--- config.mk ---
export PLATFORM = sky130hd
export DESIGN_NAME = particle_step_with_wall_bounce_core
export DESIGN_NICKNAME = d
export VERILOG_FILES = /design/src/hdl/pswb_pkg.sv /design/src/hdl/pswb_mul_serial.sv /design/src/hdl/pswb_div_serial.sv /design/src/hdl/particle_step_with_wall_bounce_core.sv
export SDC_FILE = /design/constraint.sdc
export NUM_CORES = 2
export LEC_CHECK = 0
export BUFFER_PORTS_ARGS = -buffer_cell sky130_fd_sc_hd__buf_2
export CORE_ASPECT_RATIO = 1.4
export CORE_MARGIN = 3
export CORE_UTILIZATION = 61
export DETAILED_ROUTE_END_ITERATION = 10
export PLACE_DENSITY = 0.84
export SETUP_SLACK_MARGIN = 0.05
export SYNTH_ARGS = -nofsm -noshare
export SYNTH_HDL_FRONTEND = slang
export SYNTH_SLANG_ARGS = --single-unit
export TNS_END_PERCENT = 10
--- constraint.sdc ---
create_clock -name clock -period 7.3 [get_ports clock]
set_input_delay 0.73 -clock clock [delete_from_list [all_inputs] [get_ports clock]]
set_output_delay 0.73 -clock clock [all_outputs]
set_load 0.005 [all_outputs]
--- src/hdl/pswb_pkg.sv ---
// shared widths, register indexes and reset values for the particle integrator
package pswb_pkg;

   localparam int FRAC_BITS  = 8;
   localparam int ARENA_W    = 12;
   localparam int MASS_W     = 17;
   localparam int MASS_FRAC  = 16;
   localparam int LIMIT_W    = 16;
   localparam int FORCE_W    = 17;
   localparam int POS_W      = 20;
   localparam int VEL_W      = 17;
   localparam int ACC_W      = 24;
   localparam int VSUM_W     = ACC_W + 1;
   localparam int MAG_W      = ACC_W;
   localparam int MUL_W      = MAG_W;
   localparam int PROD_W     = 2 * MUL_W;
   localparam int ROOT_W     = MAG_W + 1;
   localparam int SQ_W       = 2 * ROOT_W;
   localparam int QUOT_W     = LIMIT_W;
   localparam int DIVN_W     = MAG_W + LIMIT_W;
   localparam int CSR_IDX_W  = 2;
   localparam int CSR_DATA_W = MASS_W;

   typedef logic [CSR_IDX_W-1:0] csr_index_type;

   localparam csr_index_type REG_ARENA_WIDTH  = 2'd0;
   localparam csr_index_type REG_ARENA_HEIGHT = 2'd1;
   localparam csr_index_type REG_INVERSE_MASS = 2'd2;
   localparam csr_index_type REG_SPEED_LIMIT  = 2'd3;

   localparam logic OP_FORCE = 1'b0;
   localparam logic OP_TICK  = 1'b1;

   localparam logic [ARENA_W-1:0] ARENA_WIDTH_RESET  = 12'd1024;
   localparam logic [ARENA_W-1:0] ARENA_HEIGHT_RESET = 12'd768;
   localparam logic [MASS_W-1:0]  INVERSE_MASS_RESET = 17'd65536;
   localparam logic [LIMIT_W-1:0] SPEED_LIMIT_RESET  = 16'd2560;

endpackage

--- src/hdl/pswb_mul_serial.sv ---
// unsigned shift-add multiplier, one multiplier bit per cycle
module pswb_mul_serial #(
   parameter int A_W = pswb_pkg::MUL_W,
   parameter int B_W = pswb_pkg::MUL_W
) (
   input  logic               clock,
   input  logic               reset,
   input  logic               start,
   input  logic [A_W-1:0]     a,
   input  logic [B_W-1:0]     b,
   output logic               busy,
   output logic [A_W+B_W-1:0] product
);

   localparam int CNT_W = $clog2(B_W + 1);

   logic               busy_ff;
   logic [CNT_W-1:0]   cnt_ff;
   logic [A_W-1:0]     a_ff;
   logic [A_W+B_W-1:0] prod_ff;
   logic [A_W:0]       partial;

   // upper half accumulates, lower half holds the multiplier bits still to go
   assign partial = {1'b0, prod_ff[A_W+B_W-1:B_W]} + (prod_ff[0] ? {1'b0, a_ff} : '0);

   always_ff @(posedge clock) begin
      if (reset) begin
         busy_ff <= 1'b0;
         cnt_ff  <= '0;
      end else if (start) begin
         busy_ff <= 1'b1;
         cnt_ff  <= CNT_W'(B_W);
      end else if (busy_ff) begin
         cnt_ff <= cnt_ff - CNT_W'(1);
         if (cnt_ff == CNT_W'(1)) begin
            busy_ff <= 1'b0;
         end
      end
   end

   always_ff @(posedge clock) begin
      if (start) begin
         a_ff    <= a;
         prod_ff <= {{A_W{1'b0}}, b};
      end else if (busy_ff) begin
         prod_ff <= {partial, prod_ff[B_W-1:1]};
      end
   end

   assign busy    = busy_ff;
   assign product = prod_ff;

endmodule

--- src/hdl/pswb_div_serial.sv ---
// restoring divider, one quotient bit per cycle
module pswb_div_serial #(
   parameter int N_W = pswb_pkg::DIVN_W,
   parameter int D_W = pswb_pkg::ROOT_W,
   parameter int Q_W = pswb_pkg::QUOT_W
) (
   input  logic           clock,
   input  logic           reset,
   input  logic           start,
   input  logic [N_W-1:0] n,
   input  logic [D_W-1:0] d,
   output logic           busy,
   output logic [Q_W-1:0] quotient
);

   localparam int CNT_W = $clog2(Q_W + 1);

   logic             busy_ff;
   logic [CNT_W-1:0] cnt_ff;
   logic [D_W-1:0]   rem_ff;
   logic [D_W-1:0]   d_ff;
   logic [Q_W-1:0]   quo_ff;
   logic [D_W:0]     trial;
   logic [D_W:0]     diff;
   logic             fits;

   assign trial = {rem_ff, quo_ff[Q_W-1]};
   assign diff  = trial - {1'b0, d_ff};
   assign fits  = trial >= {1'b0, d_ff};

   always_ff @(posedge clock) begin
      if (reset) begin
         busy_ff <= 1'b0;
         cnt_ff  <= '0;
      end else if (start) begin
         busy_ff <= 1'b1;
         cnt_ff  <= CNT_W'(Q_W);
      end else if (busy_ff) begin
         cnt_ff <= cnt_ff - CNT_W'(1);
         if (cnt_ff == CNT_W'(1)) begin
            busy_ff <= 1'b0;
         end
      end
   end

   // the quotient must fit Q_W bits, so the dividend's upper part starts below d
   always_ff @(posedge clock) begin
      if (start) begin
         rem_ff <= D_W'(n[N_W-1:Q_W]);
         quo_ff <= n[Q_W-1:0];
         d_ff   <= d;
      end else if (busy_ff) begin
         rem_ff <= fits ? diff[D_W-1:0] : trial[D_W-1:0];
         quo_ff <= {quo_ff[Q_W-2:0], fits};
      end
   end

   assign busy     = busy_ff;
   assign quotient = quo_ff;

endmodule

--- src/hdl/particle_step_with_wall_bounce_core.sv ---
// particle integrator top level: state, sequencer, serial root and wall bounce
//
//   channel   dir   handshake             payload
//   req       in    req_valid/req_stall   req_operation, req_force_x, req_force_y
//   rsp       out   rsp_valid/rsp_stall   rsp_pos_x/y, rsp_vel_x/y, rsp_bounced_x/y
//   csr       in    csr_wr_en             csr_index, csr_wdata
//
// the serial multipliers (squares, then speed times limit), the 25-step square root
// and the 16-step divider set how long a request takes: a force request uses only the
// multipliers, a tick also the root, and a tick whose speed gets capped the divider as well
// one request is in flight at a time; req_stall is high whenever the sequencer is busy
// a finished tick waits in the result register; the next tick stops before its
// last step while rsp_stall holds the previous result
// reset is synchronous and returns registers and particle state to their reset values
module particle_step_with_wall_bounce_core (
   input  logic                                    clock,
   input  logic                                    reset,
   input  logic                                    req_valid,
   output logic                                    req_stall,
   input  logic                                    req_operation,
   input  logic signed [pswb_pkg::FORCE_W-1:0]     req_force_x,
   input  logic signed [pswb_pkg::FORCE_W-1:0]     req_force_y,
   output logic                                    rsp_valid,
   input  logic                                    rsp_stall,
   output logic        [pswb_pkg::POS_W-1:0]       rsp_pos_x,
   output logic        [pswb_pkg::POS_W-1:0]       rsp_pos_y,
   output logic signed [pswb_pkg::VEL_W-1:0]       rsp_vel_x,
   output logic signed [pswb_pkg::VEL_W-1:0]       rsp_vel_y,
   output logic                                    rsp_bounced_x,
   output logic                                    rsp_bounced_y,
   input  logic                                    csr_wr_en,
   input  logic        [pswb_pkg::CSR_IDX_W-1:0]   csr_index,
   input  logic        [pswb_pkg::CSR_DATA_W-1:0]  csr_wdata
);

   import pswb_pkg::*;

   localparam int ST_W = 3;
   localparam logic [ST_W-1:0] ST_IDLE   = 3'd0;
   localparam logic [ST_W-1:0] ST_FORCE  = 3'd1;
   localparam logic [ST_W-1:0] ST_SUM    = 3'd2;
   localparam logic [ST_W-1:0] ST_SQUARE = 3'd3;
   localparam logic [ST_W-1:0] ST_ROOT   = 3'd4;
   localparam logic [ST_W-1:0] ST_DIVIDE = 3'd5;
   localparam logic [ST_W-1:0] ST_MOVE   = 3'd6;

   localparam int ROOT_CNT_W = $clog2(ROOT_W + 1);
   localparam logic [PROD_W-1:0] MASS_ROUND = PROD_W'((64'd1 << MASS_FRAC) - 64'd1);
   localparam logic [ACC_W-1:0]  ACC_MAX    = {1'b0, {(ACC_W-1){1'b1}}};
   localparam logic [ACC_W-1:0]  ACC_MIN    = {1'b1, {(ACC_W-1){1'b0}}};
   localparam logic [POS_W-1:0]  POS_MAX    = '1;

   typedef struct packed {
      logic [POS_W-1:0] pos;
      logic [VEL_W-1:0] vel;
      logic             bounced;
   } axis_type;

   function automatic logic [POS_W-1:0] edge_of(logic [ARENA_W-1:0] arena_size);
      logic [31:0] wide;
      wide = 32'(arena_size) << FRAC_BITS;
      if (wide > 32'(POS_MAX)) begin
         return POS_MAX;
      end
      return wide[POS_W-1:0];
   endfunction

   // floor of force * inverse mass / 2^16, added with saturation
   function automatic logic signed [ACC_W-1:0] add_force(logic signed [ACC_W-1:0] acc,
                                                         logic [PROD_W-1:0] prod,
                                                         logic neg);
      logic [PROD_W-1:0] biased;
      logic [ACC_W+1:0]  delta;
      logic [ACC_W+1:0]  sum;
      biased = prod + (neg ? MASS_ROUND : '0);
      delta  = (ACC_W+2)'(biased[PROD_W-1:MASS_FRAC]);
      if (neg) begin
         delta = -delta;
      end
      sum = {acc[ACC_W-1], acc[ACC_W-1], acc} + delta;
      if (sum[ACC_W+1:ACC_W-1] == 3'b000 || sum[ACC_W+1:ACC_W-1] == 3'b111) begin
         return $signed(sum[ACC_W-1:0]);
      end
      return sum[ACC_W+1] ? $signed(ACC_MIN) : $signed(ACC_MAX);
   endfunction

   function automatic logic signed [VEL_W-1:0] apply_sign(logic [VEL_W-1:0] m, logic neg);
      logic [VEL_W-1:0] r;
      r = neg ? -m : m;
      return $signed(r);
   endfunction

   function automatic axis_type move_axis(logic [POS_W-1:0] pos,
                                          logic signed [VEL_W-1:0] vel,
                                          logic [POS_W-1:0] edge_pos);
      logic signed [POS_W+1:0] p;
      axis_type r;
      p = $signed({2'b00, pos}) + (POS_W+2)'(vel);
      r.vel     = vel;
      r.bounced = 1'b0;
      r.pos     = p[POS_W-1:0];
      if (p > $signed({2'b00, edge_pos})) begin
         r.pos     = edge_pos;
         r.vel     = -vel;
         r.bounced = 1'b1;
      end else if (p[POS_W+1]) begin
         r.pos     = '0;
         r.vel     = -vel;
         r.bounced = 1'b1;
      end
      return r;
   endfunction

   // control and particle state
   logic [ST_W-1:0]          state_ff;
   logic                     rsp_valid_ff;
   logic [ARENA_W-1:0]       arena_width_ff;
   logic [ARENA_W-1:0]       arena_height_ff;
   logic [MASS_W-1:0]        inverse_mass_ff;
   logic [LIMIT_W-1:0]       speed_limit_ff;
   logic [POS_W-1:0]         pos_x_ff;
   logic [POS_W-1:0]         pos_y_ff;
   logic signed [VEL_W-1:0]  vel_x_ff;
   logic signed [VEL_W-1:0]  vel_y_ff;
   logic signed [ACC_W-1:0]  acc_x_ff;
   logic signed [ACC_W-1:0]  acc_y_ff;
   logic [ROOT_CNT_W-1:0]    root_cnt_ff;

   // datapath
   logic                     neg_x_ff;
   logic                     neg_y_ff;
   logic [MAG_W-1:0]         mag_x_ff;
   logic [MAG_W-1:0]         mag_y_ff;
   logic [SQ_W-1:0]          rad_ff;
   logic [ROOT_W:0]          rem_ff;
   logic [ROOT_W-1:0]        root_ff;
   logic signed [VEL_W-1:0]  vnew_x_ff;
   logic signed [VEL_W-1:0]  vnew_y_ff;
   logic                     bounced_x_ff;
   logic                     bounced_y_ff;

   logic                     req_fire;
   logic                     rsp_free;
   logic [FORCE_W-1:0]       fmag_x;
   logic [FORCE_W-1:0]       fmag_y;
   logic signed [VSUM_W-1:0] vsum_x;
   logic signed [VSUM_W-1:0] vsum_y;
   logic [MAG_W-1:0]         mag_comb_x;
   logic [MAG_W-1:0]         mag_comb_y;
   logic [ROOT_W+2:0]        root_cur;
   logic [ROOT_W+2:0]        root_trial;
   logic [ROOT_W+2:0]        root_diff;
   logic                     root_fits;
   logic                     root_cap;
   logic                     root_done;
   axis_type                 move_x;
   axis_type                 move_y;

   logic                     mul_start;
   logic [MUL_W-1:0]         mul_a_x;
   logic [MUL_W-1:0]         mul_a_y;
   logic [MUL_W-1:0]         mul_b_x;
   logic [MUL_W-1:0]         mul_b_y;
   logic                     mul_busy_x;
   logic                     mul_busy_y;
   logic [PROD_W-1:0]        prod_x;
   logic [PROD_W-1:0]        prod_y;
   logic                     div_start;
   logic                     div_busy_x;
   logic                     div_busy_y;
   logic [QUOT_W-1:0]        quot_x;
   logic [QUOT_W-1:0]        quot_y;

   assign req_stall = (state_ff != ST_IDLE);
   assign req_fire  = req_valid && !req_stall;
   assign rsp_free  = !rsp_valid_ff || !rsp_stall;

   assign fmag_x = req_force_x[FORCE_W-1] ? $unsigned(-req_force_x) : $unsigned(req_force_x);
   assign fmag_y = req_force_y[FORCE_W-1] ? $unsigned(-req_force_y) : $unsigned(req_force_y);

   assign vsum_x     = VSUM_W'(vel_x_ff) + VSUM_W'(acc_x_ff);
   assign vsum_y     = VSUM_W'(vel_y_ff) + VSUM_W'(acc_y_ff);
   assign mag_comb_x = vsum_x[VSUM_W-1] ? MAG_W'(-vsum_x) : MAG_W'(vsum_x);
   assign mag_comb_y = vsum_y[VSUM_W-1] ? MAG_W'(-vsum_y) : MAG_W'(vsum_y);

   // digit-by-digit root: two radicand bits come down per step
   assign root_cur   = {rem_ff, rad_ff[SQ_W-1:SQ_W-2]};
   assign root_trial = (ROOT_W+3)'({root_ff, 2'b01});
   assign root_diff  = root_cur - root_trial;
   assign root_fits  = root_cur >= root_trial;
   assign root_done  = (root_cnt_ff == '0) && !mul_busy_x;
   // a root equal to the limit leaves the velocity unchanged, so only a larger one caps
   assign root_cap   = root_ff > ROOT_W'(speed_limit_ff);

   assign move_x = move_axis(pos_x_ff, vnew_x_ff, edge_of(arena_width_ff));
   assign move_y = move_axis(pos_y_ff, vnew_y_ff, edge_of(arena_height_ff));

   always_comb begin
      mul_start = 1'b0;
      mul_a_x   = mag_comb_x;
      mul_a_y   = mag_comb_y;
      mul_b_x   = mag_comb_x;
      mul_b_y   = mag_comb_y;
      case (state_ff)
         ST_IDLE: begin
            if (req_fire && req_operation == OP_FORCE) begin
               mul_start = 1'b1;
               mul_a_x   = MUL_W'(fmag_x);
               mul_a_y   = MUL_W'(fmag_y);
               mul_b_x   = MUL_W'(inverse_mass_ff);
               mul_b_y   = MUL_W'(inverse_mass_ff);
            end
         end
         ST_SUM: begin
            mul_start = 1'b1;
         end
         ST_SQUARE: begin
            // speed times limit runs beside the root
            mul_start = !mul_busy_x;
            mul_a_x   = mag_x_ff;
            mul_a_y   = mag_y_ff;
            mul_b_x   = MUL_W'(speed_limit_ff);
            mul_b_y   = MUL_W'(speed_limit_ff);
         end
         default: begin
         end
      endcase
   end

   assign div_start = (state_ff == ST_ROOT) && root_done && root_cap;

   pswb_mul_serial #(.A_W(MUL_W), .B_W(MUL_W)) u_mul_x (
      .clock   (clock),
      .reset   (reset),
      .start   (mul_start),
      .a       (mul_a_x),
      .b       (mul_b_x),
      .busy    (mul_busy_x),
      .product (prod_x)
   );

   pswb_mul_serial #(.A_W(MUL_W), .B_W(MUL_W)) u_mul_y (
      .clock   (clock),
      .reset   (reset),
      .start   (mul_start),
      .a       (mul_a_y),
      .b       (mul_b_y),
      .busy    (mul_busy_y),
      .product (prod_y)
   );

   pswb_div_serial #(.N_W(DIVN_W), .D_W(ROOT_W), .Q_W(QUOT_W)) u_div_x (
      .clock    (clock),
      .reset    (reset),
      .start    (div_start),
      .n        (prod_x[DIVN_W-1:0]),
      .d        (root_ff),
      .busy     (div_busy_x),
      .quotient (quot_x)
   );

   pswb_div_serial #(.N_W(DIVN_W), .D_W(ROOT_W), .Q_W(QUOT_W)) u_div_y (
      .clock    (clock),
      .reset    (reset),
      .start    (div_start),
      .n        (prod_y[DIVN_W-1:0]),
      .d        (root_ff),
      .busy     (div_busy_y),
      .quotient (quot_y)
   );

   always_ff @(posedge clock) begin
      if (reset) begin
         state_ff        <= ST_IDLE;
         rsp_valid_ff    <= 1'b0;
         arena_width_ff  <= ARENA_WIDTH_RESET;
         arena_height_ff <= ARENA_HEIGHT_RESET;
         inverse_mass_ff <= INVERSE_MASS_RESET;
         speed_limit_ff  <= SPEED_LIMIT_RESET;
         pos_x_ff        <= '0;
         pos_y_ff        <= '0;
         vel_x_ff        <= '0;
         vel_y_ff        <= '0;
         acc_x_ff        <= '0;
         acc_y_ff        <= '0;
         root_cnt_ff     <= '0;
      end else begin
         if (csr_wr_en) begin
            case (csr_index)
               REG_ARENA_WIDTH:  arena_width_ff  <= csr_wdata[ARENA_W-1:0];
               REG_ARENA_HEIGHT: arena_height_ff <= csr_wdata[ARENA_W-1:0];
               REG_INVERSE_MASS: inverse_mass_ff <= csr_wdata[MASS_W-1:0];
               REG_SPEED_LIMIT:  speed_limit_ff  <= csr_wdata[LIMIT_W-1:0];
               default: begin
               end
            endcase
         end

         if (state_ff == ST_MOVE && rsp_free) begin
            rsp_valid_ff <= 1'b1;
         end else if (rsp_valid_ff && !rsp_stall) begin
            rsp_valid_ff <= 1'b0;
         end

         case (state_ff)
            ST_IDLE: begin
               if (req_fire) begin
                  state_ff <= (req_operation == OP_TICK) ? ST_SUM : ST_FORCE;
               end
            end
            ST_FORCE: begin
               if (!mul_busy_x) begin
                  acc_x_ff <= add_force(acc_x_ff, prod_x, neg_x_ff);
                  acc_y_ff <= add_force(acc_y_ff, prod_y, neg_y_ff);
                  state_ff <= ST_IDLE;
               end
            end
            ST_SUM: begin
               state_ff <= ST_SQUARE;
            end
            ST_SQUARE: begin
               if (!mul_busy_x) begin
                  root_cnt_ff <= ROOT_CNT_W'(ROOT_W);
                  state_ff    <= ST_ROOT;
               end
            end
            ST_ROOT: begin
               if (root_cnt_ff != '0) begin
                  root_cnt_ff <= root_cnt_ff - ROOT_CNT_W'(1);
               end else if (root_done) begin
                  state_ff <= root_cap ? ST_DIVIDE : ST_MOVE;
               end
            end
            ST_DIVIDE: begin
               if (!div_busy_x) begin
                  state_ff <= ST_MOVE;
               end
            end
            ST_MOVE: begin
               if (rsp_free) begin
                  pos_x_ff     <= move_x.pos;
                  pos_y_ff     <= move_y.pos;
                  vel_x_ff     <= $signed(move_x.vel);
                  vel_y_ff     <= $signed(move_y.vel);
                  acc_x_ff     <= '0;
                  acc_y_ff     <= '0;
                  state_ff     <= ST_IDLE;
               end
            end
            default: begin
               state_ff <= ST_IDLE;
            end
         endcase
      end
   end

   always_ff @(posedge clock) begin
      case (state_ff)
         ST_IDLE: begin
            if (req_fire) begin
               neg_x_ff <= req_force_x[FORCE_W-1];
               neg_y_ff <= req_force_y[FORCE_W-1];
            end
         end
         ST_SUM: begin
            neg_x_ff <= vsum_x[VSUM_W-1];
            neg_y_ff <= vsum_y[VSUM_W-1];
            mag_x_ff <= mag_comb_x;
            mag_y_ff <= mag_comb_y;
         end
         ST_SQUARE: begin
            if (!mul_busy_x) begin
               rad_ff  <= SQ_W'(prod_x) + SQ_W'(prod_y);
               rem_ff  <= '0;
               root_ff <= '0;
            end
         end
         ST_ROOT: begin
            if (root_cnt_ff != '0) begin
               rem_ff  <= root_fits ? root_diff[ROOT_W:0] : root_cur[ROOT_W:0];
               root_ff <= {root_ff[ROOT_W-2:0], root_fits};
               rad_ff  <= {rad_ff[SQ_W-3:0], 2'b00};
            end else if (root_done && !root_cap) begin
               vnew_x_ff <= apply_sign(mag_x_ff[VEL_W-1:0], neg_x_ff);
               vnew_y_ff <= apply_sign(mag_y_ff[VEL_W-1:0], neg_y_ff);
            end
         end
         ST_DIVIDE: begin
            if (!div_busy_x) begin
               vnew_x_ff <= apply_sign(VEL_W'(quot_x), neg_x_ff);
               vnew_y_ff <= apply_sign(VEL_W'(quot_y), neg_y_ff);
            end
         end
         ST_MOVE: begin
            if (rsp_free) begin
               bounced_x_ff <= move_x.bounced;
               bounced_y_ff <= move_y.bounced;
            end
         end
         default: begin
         end
      endcase
   end

   // position and velocity state only change together with a new result
   assign rsp_valid     = rsp_valid_ff;
   assign rsp_pos_x     = pos_x_ff;
   assign rsp_pos_y     = pos_y_ff;
   assign rsp_vel_x     = vel_x_ff;
   assign rsp_vel_y     = vel_y_ff;
   assign rsp_bounced_x = bounced_x_ff;
   assign rsp_bounced_y = bounced_y_ff;

   a_req_leaves_idle: assert property (@(posedge clock) disable iff (reset)
      req_fire |=> state_ff != ST_IDLE)
      else $error("accepted request did not start the sequencer");

   a_rsp_from_move: assert property (@(posedge clock) disable iff (reset)
      $rose(rsp_valid_ff) |-> $past(state_ff) == ST_MOVE)
      else $error("result raised outside the move step");

   a_axes_lockstep: assert property (@(posedge clock) disable iff (reset)
      mul_busy_x == mul_busy_y && div_busy_x == div_busy_y)
      else $error("axis units out of step");

   a_acc_cleared: assert property (@(posedge clock) disable iff (reset)
      (state_ff == ST_MOVE && rsp_free) |=> acc_x_ff == '0 && acc_y_ff == '0)
      else $error("acceleration not cleared after a tick");

endmodule
Word-level counts from Yosys, hierarchy flattened:

Index checks and enable logic that the tools add are counted.

* order comparisons: 8
* equality and inequality tests: 24
* $add $sub $neg: 31
* muxes and demuxes: 130
* bitwise logic cells: 1
* reduce and logical (&&, ||, !) cells: 44

Operators with widths (count)
* 24-bit two-way mux: 25
* 24-bit case mux with 2 select lines: 6
* 26-bit two-way mux: 11
* 17-bit two-way mux: 12
* 38-bit two-way mux: 4
* 17-bit negation: 6
* 25-bit two-way mux: 4
* 50-bit two-way mux: 2
* 50-bit case mux with 2 select lines: 1
* 16-bit two-way mux: 6
* 42-bit by 16-bit adder with 42-bit output: 2
* 20-bit two-way mux: 4
* 17-bit case mux with 2 select lines: 2
* 26-bit adder: 2
* 26-bit by 25-bit greater-or-equal comparator with 1-bit output: 2
* 26-bit negation: 2
* 26-bit case mux with 2 select lines: 1
* 17-bit by 24-bit adder with 25-bit output: 2
* 24-bit by 24-bit adder with 25-bit output: 2
* 5-bit two-way mux: 10
* 25-bit case mux with 2 select lines: 1
* 25-bit subtractor: 2
* 48-bit by 48-bit adder with 49-bit output: 1
* 24-bit negation: 2
* 38 further kinds: 126

* input port bits: 59
* word-level logic and storage cells: 287
* bits in registers: 650
* output and inout port bits: 78

Longest topological paths before layout:

* depth after elaboration: 17
* mapped depth: 28
* depth with buffers taken out: 27

Modules after synthesis:

A second synthesis with hierarchy kept.

* cells, all modules: 5678
* area, all modules: 50345.8 um^2

By module, submodules not included
* particle_step_with_wall_bounce_core: cells each 4078, sequential area each 9379.0 um^2, times used 1, area an instance 33144.3 um^2
* pswb_div_serial: cells each 409, sequential area each 2092.0 um^2, times used 2, area an instance 4408.0 um^2
* pswb_mul_serial (u_mul_y): cells each 407, sequential area each 2042.0 um^2, times used 1, area an instance 4222.8 um^2
* pswb_mul_serial (u_mul_x): cells each 375, sequential area each 2042.0 um^2, times used 1, area an instance 4162.7 um^2

Least setup slack after synthesis:

Ideal clock, no wire load.

* path kind: reg-to-reg
* start: register neg_x_ff
* end: register acc_x_ff[0]
* data required time: 7.229 ns
* library setup time: 0.071 ns
* path slack: 1.224 ns
* period minus slack after synthesis: 6.076 ns
* data arrival time: 6.005 ns
* stages on the path, launching flop included: 28
* cell sequence: edfxtp_1 -> ha_1 -> nand4_1 -> a211oi_1 -> nor4_1 -> o21ai_1 -> nand2_1 -> xnor2_1 -> inv_1 -> ha_1 -> o21ai_0 -> or3_1 -> nand2b_1 -> o21ai_0 -> xnor2_1 -> ha_1 -> a21o_1 -> a21o_1 -> a21oi_1 -> nor3b_1 -> o31ai_1 -> a221oi_1 -> xnor2_1 -> nand2_1 -> a21oi_1 -> clkbuf_1 -> o21ai_0 -> a21oi_1

* word-level cells in the longest chain between the ends: 17
* elaborated cells between the ends (all ways): 20
* those cells by class: 3 x add/sub; 1 x eq/ne; 14 x mux; 2 x reduce/logical

RTL lines
* start, declared: RTL line particle_step_with_wall_bounce_core.sv:130 `logic neg_x_ff;`
* start signal, assigned: RTL line particle_step_with_wall_bounce_core.sv:361 `neg_x_ff <= req_force_x[FORCE_W-1];`
* start signal, assigned: RTL line particle_step_with_wall_bounce_core.sv:366 `neg_x_ff <= vsum_x[VSUM_W-1];`
* 16-bit two-way mux: RTL line particle_step_with_wall_bounce_core.sv:75 `biased = prod + (neg ? MASS_ROUND : '0);`
* 42-bit by 16-bit adder with 42-bit output: RTL line particle_step_with_wall_bounce_core.sv:75
* 26-bit negation: RTL line particle_step_with_wall_bounce_core.sv:78 `delta = -delta;`
* 26-bit two-way mux *: RTL line particle_step_with_wall_bounce_core.sv:77 `if (neg) begin`
* 26-bit two-way mux *: RTL line particle_step_with_wall_bounce_core.sv:312 `if (!mul_busy_x) begin`
* 26-bit two-way mux *: RTL line particle_step_with_wall_bounce_core.sv:305 `case (state_ff)`
* 26-bit two-way mux *: RTL line particle_step_with_wall_bounce_core.sv:273 `if (reset) begin`
* 26-bit adder *: RTL line particle_step_with_wall_bounce_core.sv:80 `sum = {acc[ACC_W-1], acc[ACC_W-1], acc} + delta;`
* 3-bit == test / 3-bit logical NOT (equally long branches): RTL line particle_step_with_wall_bounce_core.sv:81 `if (sum[ACC_W+1:ACC_W-1] == 3'b000 || sum[ACC_W+1:ACC_W-1] == 3'b111) begin`
* 1-bit logical OR: RTL line particle_step_with_wall_bounce_core.sv:81
* 1-bit two-way mux: RTL line particle_step_with_wall_bounce_core.sv:81
* 1-bit two-way mux: RTL line particle_step_with_wall_bounce_core.sv:312
* 1-bit two-way mux: RTL line particle_step_with_wall_bounce_core.sv:305
* 1-bit two-way mux: RTL line particle_step_with_wall_bounce_core.sv:273
* 24-bit two-way mux *: RTL line particle_step_with_wall_bounce_core.sv:84 `return sum[ACC_W+1] ? $signed(ACC_MIN) : $signed(ACC_MAX);`
* 24-bit two-way mux *: RTL line particle_step_with_wall_bounce_core.sv:312
* 24-bit case mux with 2 select lines *: RTL line particle_step_with_wall_bounce_core.sv:305
* end signal, assigned: RTL line particle_step_with_wall_bounce_core.sv:313 `acc_x_ff <= add_force(acc_x_ff, prod_x, neg_x_ff);`
* end, declared: RTL line particle_step_with_wall_bounce_core.sv:125 `logic signed [ACC_W-1:0] acc_x_ff;`

Every way passes the cells marked *; elsewhere a longest branch is shown, timed or not. The select of a mux whose other input is x is not followed.
A chain may end at the register's enable or synchronous reset.

Worst setup path after layout:

* start: register neg_y_ff
* end: register acc_y_ff[4]

* word-level cells in the longest chain between the ends: 17
* elaborated cells between the ends (all ways): 20
* those cells by class: 3 x add/sub; 1 x eq/ne; 14 x mux; 2 x reduce/logical

RTL lines
* start, declared: RTL line particle_step_with_wall_bounce_core.sv:131 `logic neg_y_ff;`
* start signal, assigned: RTL line particle_step_with_wall_bounce_core.sv:362 `neg_y_ff <= req_force_y[FORCE_W-1];`
* start signal, assigned: RTL line particle_step_with_wall_bounce_core.sv:367 `neg_y_ff <= vsum_y[VSUM_W-1];`
* 16-bit two-way mux: RTL line particle_step_with_wall_bounce_core.sv:75
* 42-bit by 16-bit adder with 42-bit output: RTL line particle_step_with_wall_bounce_core.sv:75
* 26-bit negation: RTL line particle_step_with_wall_bounce_core.sv:78
* 26-bit two-way mux *: RTL line particle_step_with_wall_bounce_core.sv:77
* 26-bit two-way mux *: RTL line particle_step_with_wall_bounce_core.sv:312
* 26-bit two-way mux *: RTL line particle_step_with_wall_bounce_core.sv:305
* 26-bit two-way mux *: RTL line particle_step_with_wall_bounce_core.sv:273
* 26-bit adder *: RTL line particle_step_with_wall_bounce_core.sv:80
* 3-bit == test / 3-bit logical NOT (equally long branches): RTL line particle_step_with_wall_bounce_core.sv:81
* 1-bit logical OR: RTL line particle_step_with_wall_bounce_core.sv:81
* 1-bit two-way mux: RTL line particle_step_with_wall_bounce_core.sv:81
* 1-bit two-way mux: RTL line particle_step_with_wall_bounce_core.sv:312
* 1-bit two-way mux: RTL line particle_step_with_wall_bounce_core.sv:305
* 1-bit two-way mux: RTL line particle_step_with_wall_bounce_core.sv:273
* 24-bit two-way mux *: RTL line particle_step_with_wall_bounce_core.sv:84
* 24-bit two-way mux *: RTL line particle_step_with_wall_bounce_core.sv:312
* 24-bit case mux with 2 select lines *: RTL line particle_step_with_wall_bounce_core.sv:305
* end signal, assigned: RTL line particle_step_with_wall_bounce_core.sv:314 `acc_y_ff <= add_force(acc_y_ff, prod_y, neg_y_ff);`
* end, declared: RTL line particle_step_with_wall_bounce_core.sv:126 `logic signed [ACC_W-1:0] acc_y_ff;`

Marks and branches as above.

==> tab_implementation.tex <==
\begin{tabular}{lr}
\hline
Metric & Value \\
\hline
\multicolumn{2}{l}{\textbf{CTS}} \\
\quad Clock tree from TritonCTS & built \\
\quad Max H-tree Level & 3 \\
\quad Clock-pin slew reported for the worst setup and hold paths after clock tree synthesis & 0.06 ns \\
\quad Num Clock Sinks & 650 \\
\quad Number of buffers created by CTS & 69 \\
\quad Worst-case clock buffer depth & 3 \\
\quad Clock latency on the worst-skew pair & 0.66 ns \\
\quad Root buf cell & clkbuf\_16 \\
\multicolumn{2}{l}{\textbf{Place}} \\
\quad Final GP Congestion & 1.06 \\
\quad Final HPWL from detailed placement & 117 mm \\
\quad Count of input and output buffers & 136 \\
\quad Placement-stage worst setup slack & -0.0339 ns \\
\multicolumn{2}{l}{\textbf{Logic synthesis}} \\
\quad Most frequent cell after synthesis & nand2\_1 \\
\quad Ys Warns & 0 \\
\quad Summed instance area of the synthesized netlist & 48,300 um\^{}2 \\
\quad Top cell type's share of synthesized area & 24.1\% \\
\quad Number of enable flip-flop cells after synthesis & 388 \\
\quad Synthesized net count & 6,088 \\
\quad Post-synthesis cell type count & 93 \\
\quad Flop and latch count out of synthesis & 650 \\
\quad Async set-reset flop share out of synthesis & 0\% \\
\quad Cell type contributing the most total cell area after synthesis & edfxtp\_1 \\
\quad Mean Syn Cell Area & 8.61 um\^{}2 \\
\quad Most frequent cells after synthesis & 633 x nand2\_1, 565 x nor2\_1, 494 x a21oi\_1 \\
\quad Register area share after synthesis & 35.0\% \\
\quad Gate count of the mapped netlist & 5,609 \\
\quad Synth area leaders & edfxtp\_1 24\%, dfxtp\_1 11\%, ha\_1 11\% \\
\quad Flip-flop cell with the highest count after synthesis & edfxtp\_1 \\
\multicolumn{2}{l}{\textbf{Timing}} \\
\quad Worst clock skew & 0.0326 ns \\
\quad Total setup violations reported at the end of the flow & 0 \\
\quad Time the final worst path needs with I/O delays and setup & 6.88 ns \\
\quad Final Hold Fails & 0 \\
\quad Worst-case headroom to the max-slew limit & 16.9\% \\
\quad Final Max Tran Viols & 0 \\
\quad Max Fclk & 145 MHz \\
\quad Setup slack after layout & 0.420 ns \\
\quad Final critical-path share of the clock period & 94.3\% \\
\quad Setup repair after global routing missed its margin & no \\
\quad Tightest Pin Transition & 1.24 ns \\
\multicolumn{2}{l}{\textbf{Worst hold path}} \\
\quad Hold-critical path endpoint & inverse\_mass\_ff[16] \\
\quad Number of stages on the worst hold path & 3 \\
\quad Hold crit path type & in2reg \\
\quad Hold Crit Start & csr\_wdata[16] \\
\multicolumn{2}{l}{\textbf{Floorplan}} \\
\quad Area of the placeable core & 78,100 um\^{}2 \\
\quad Floorplan die height & 339 um \\
\quad Die X-Extent & 244 um \\
\quad Total die area & 82,600 um\^{}2 \\
\quad Number of top-level pins & 137 \\
\quad Std-Cell Rows & 121 \\
\quad Starting Density & 61.8\% \\
\multicolumn{2}{l}{\textbf{Setup path}} \\
\quad Start point of the critical path & neg\_y\_ff \\
\quad Critical Setup Path Class & reg2reg \\
\quad Internal reg-to-reg setup slack & 0.42 ns \\
\quad CP arrival & 7.46 ns \\
\quad Beginning of the worst register-to-register path & neg\_y\_ff \\
\quad Crit Reg-Reg Endpoint & acc\_y\_ff[4] \\
\quad Element type at the critical path start & flip-flop \\
\quad Required arrival time at the worst endpoint & 7.88 ns \\
\quad Maximum fanout encountered on the critical timing path & 20 \\
\quad Setup crit end kind & flip-flop \\
\quad Worst R2R Path Depth & 24 \\
\multicolumn{2}{l}{\textbf{Drt}} \\
\quad Total wire length after detailed routing & 154 mm \\
\quad Wire length per cell after detailed routing & 22.8 um \\
\quad Router iterations before antenna repair & 8 \\
\quad Final ANT Viol Nets & 0 \\
\quad Remaining design rule violation count & 0 \\
\quad Via total after detailed routing & 43,917 \\
\quad Initial detailed-routing violation count & 4,518 \\
\quad Average vias per placed instance & 6.50 \\
\multicolumn{2}{l}{\textbf{Global routing}} \\
\quad Via count of the first global-routing pass & 41,949 \\
\quad Global-route wire length before repair & 235 mm \\
\quad Pin count of the biggest net entering global routing & 101 \\
\quad Residual overflow from global routing & 0 \\
\quad Total routing resource utilization after global routing & 36.2\% \\
\quad Initial antenna violation count & 5 \\
\multicolumn{2}{l}{\textbf{Power}} \\
\quad P per Cell Area & 365 nW/um\^{}2 \\
\quad Sw Pwr & 8.42 mW \\
\quad Power share of the sequential group & 31.2\% \\
\quad Net Sw Frac & 44.0\% \\
\quad Combinational share of power & 49.5\% \\
\quad Peak supply drop & 195 uV \\
\quad Leakage power & 21.8 nW \\
\quad Internal power summed over all cells & 10.7 mW \\
\quad Relative contribution of the clock network to total power & 19.3\% \\
\multicolumn{2}{l}{\textbf{Status}} \\
\quad Outcome & finished clean \\
\multicolumn{2}{l}{\textbf{Layout}} \\
\quad Area taken by flip-flops and latches & 16,900 um\^{}2 \\
\quad Fill count & 6,370 \\
\quad Combined area of the multi-input logic cells & 29,600 um\^{}2 \\
\quad Area added between synthesis and finish & 8.39\% \\
\quad Final core utilization & 67.0\% \\
\quad Count of nets after finishing & 6,125 \\
\quad Fraction of final layout cells sized beyond drive strength 1 & 7.15\% \\
\multicolumn{2}{l}{\textbf{Job}} \\
\quad Max-cap violation count & 0 \\
\hline
\end{tabular}
==> timing repair <==
action	CTS	global route
resized for setup	0	9
cloned	0	0
setup endpoints to repair	34	46
setup buffers	3	3
hold buffers	0	0
==> worst max-delay path by stage <==
stage               slack (ns)           end  cells after the start
global route              0.02   acc_y_ff[5]                     25
CTS                      0.002   acc_y_ff[4]                     23
detailed placement       -0.03  acc_x_ff[22]                     24
floorplan                 1.22   acc_x_ff[0]                     27
global placement          0.02  acc_x_ff[22]                     26
finish                    0.42   acc_y_ff[4]                     24
==> layer usage <==
layer  part of all wire, %  GRT usage [%]
met1                    37           42.9
met3                   8.6           5.83
met5                0.0084              0
met4                   9.2           27.6
met2                    46           59.0
==> critical path, stage by stage (launching register included) <==
cell      delay [ns]
edfxtp_1        0.56
ha_1            0.43
a21oi_1         0.23
o221ai_1        0.17
a211oi_1        0.45
nand2_1         0.12
a31oi_1         0.31
a31o_2          0.23
o211ai_1        0.20
or4b_2          0.68
a21oi_1         0.16
a31oi_1         0.06
xnor2_1         0.16
ha_1            0.36
and4_1          0.20
nand2_1         0.05
o32ai_1         0.32
o21ai_0         0.24
o211ai_1        0.29
nand3_1         0.11
a32oi_1         0.19
xnor3_1         0.50
o21ai_0         0.22
and2_4          0.36
a221o_1         0.18
==> placed cells by master (no fill, tap or decap), types with 38 or more instances in the layout <==
master / count
nand2_1: 631
nor2_1: 562
a21oi_1: 493
ha_1: 409
edfxtp_1: 388
xnor2_1: 309
o21ai_0: 302
inv_1: 271
dfxtp_1: 261
xor2_1: 176
buf_2: 135
a21o_1: 128
nand3_1: 115
nor3_1: 109
mux2i_1: 100
a211oi_1: 76
and2_1: 75
clkbuf_16: 72
a31oi_1: 67
o21a_1: 60
or3_1: 58
buf_4: 58
nor2b_1: 54
nand4_1: 48
nand2b_1: 46
o31ai_1: 42
and3_1: 39
a221o_1: 38
==> sequential cells by signal, summed over array words and instances, names as in the netlist, 25 cells and up <==
| register | flops |
|---|---|
| rem_ff | 26 |
| rad_ff | 50 |
| u_div_y.rem_ff | 25 |
| root_ff | 25 |
| u_mul_y.product | 48 |
| u_mul_x.product | 48 |
| u_div_x.d_ff | 25 |
| u_div_x.rem_ff | 25 |
==> power by group through the flow <==
stage	Sequential (mW)	Clock, mW	Combinational [mW]
after floorplan	5.37	0	6.95
after global placement	5.95	0	8.97
after detailed placement	5.97	0	9.16
after CTS	5.90	3.70	9.25
after global routing	5.98	3.84	10.3
final	5.97	3.69	9.47
==> area by class of cell <==
| type | instances | share of cell area, % |
|---|---|---|
| multi-input cells | 4453 | 56.6 |
| flip-flops and latches | 650 | 32.3 |
| clock buffers | 92 | 3.71 |
| well taps | 1045 | 2.50 |
| repair buffers | 197 | 2.26 |
| inverters | 275 | 1.98 |
| clock inverters | 36 | 0.686 |
| diodes | 4 | 0.0191 |
==> kinds of logic (layout without fill, tap and decap cells) <==
group                    after synthesis  after routing  share of synthesized area [%]
AND/OR/NAND/NOR                     1903           1903                           18.3
AO/OA/AOI/OAI                       1529           1529                           20.3
flip-flops                           650            650                           35.0
buffers and inverters                506            600                           3.97
XOR/XNOR                             486            486                           8.85
adder cells (fa/ha/maj)              420            420                           11.1
multiplexers                         115            115                           2.47
other                                  0              4                              0
==> per-stage QoR <==
step | power, mW | area (um^2) | hold slack (ns) | instances | TNS (ns)
6_report | 19.1 | 52300 | 0.316 | 6752 | 0
2_1_floorplan | 12.3 | 48300 | 0.426 | 5609 | 0
4_1_cts | 18.8 | 52300 | 0.301 | 6745 | 0
5_1_grt | 20.1 | 52300 | 0.328 | 6750 | 0
3_5_place_dp | 15.1 | 49900 | 0.437 | 6614 | -0.0350
3_3_place_gp | 14.9 | 49900 | 0.438 | 6614 | 0
Note: power is estimated with default switching activity, not from simulation.
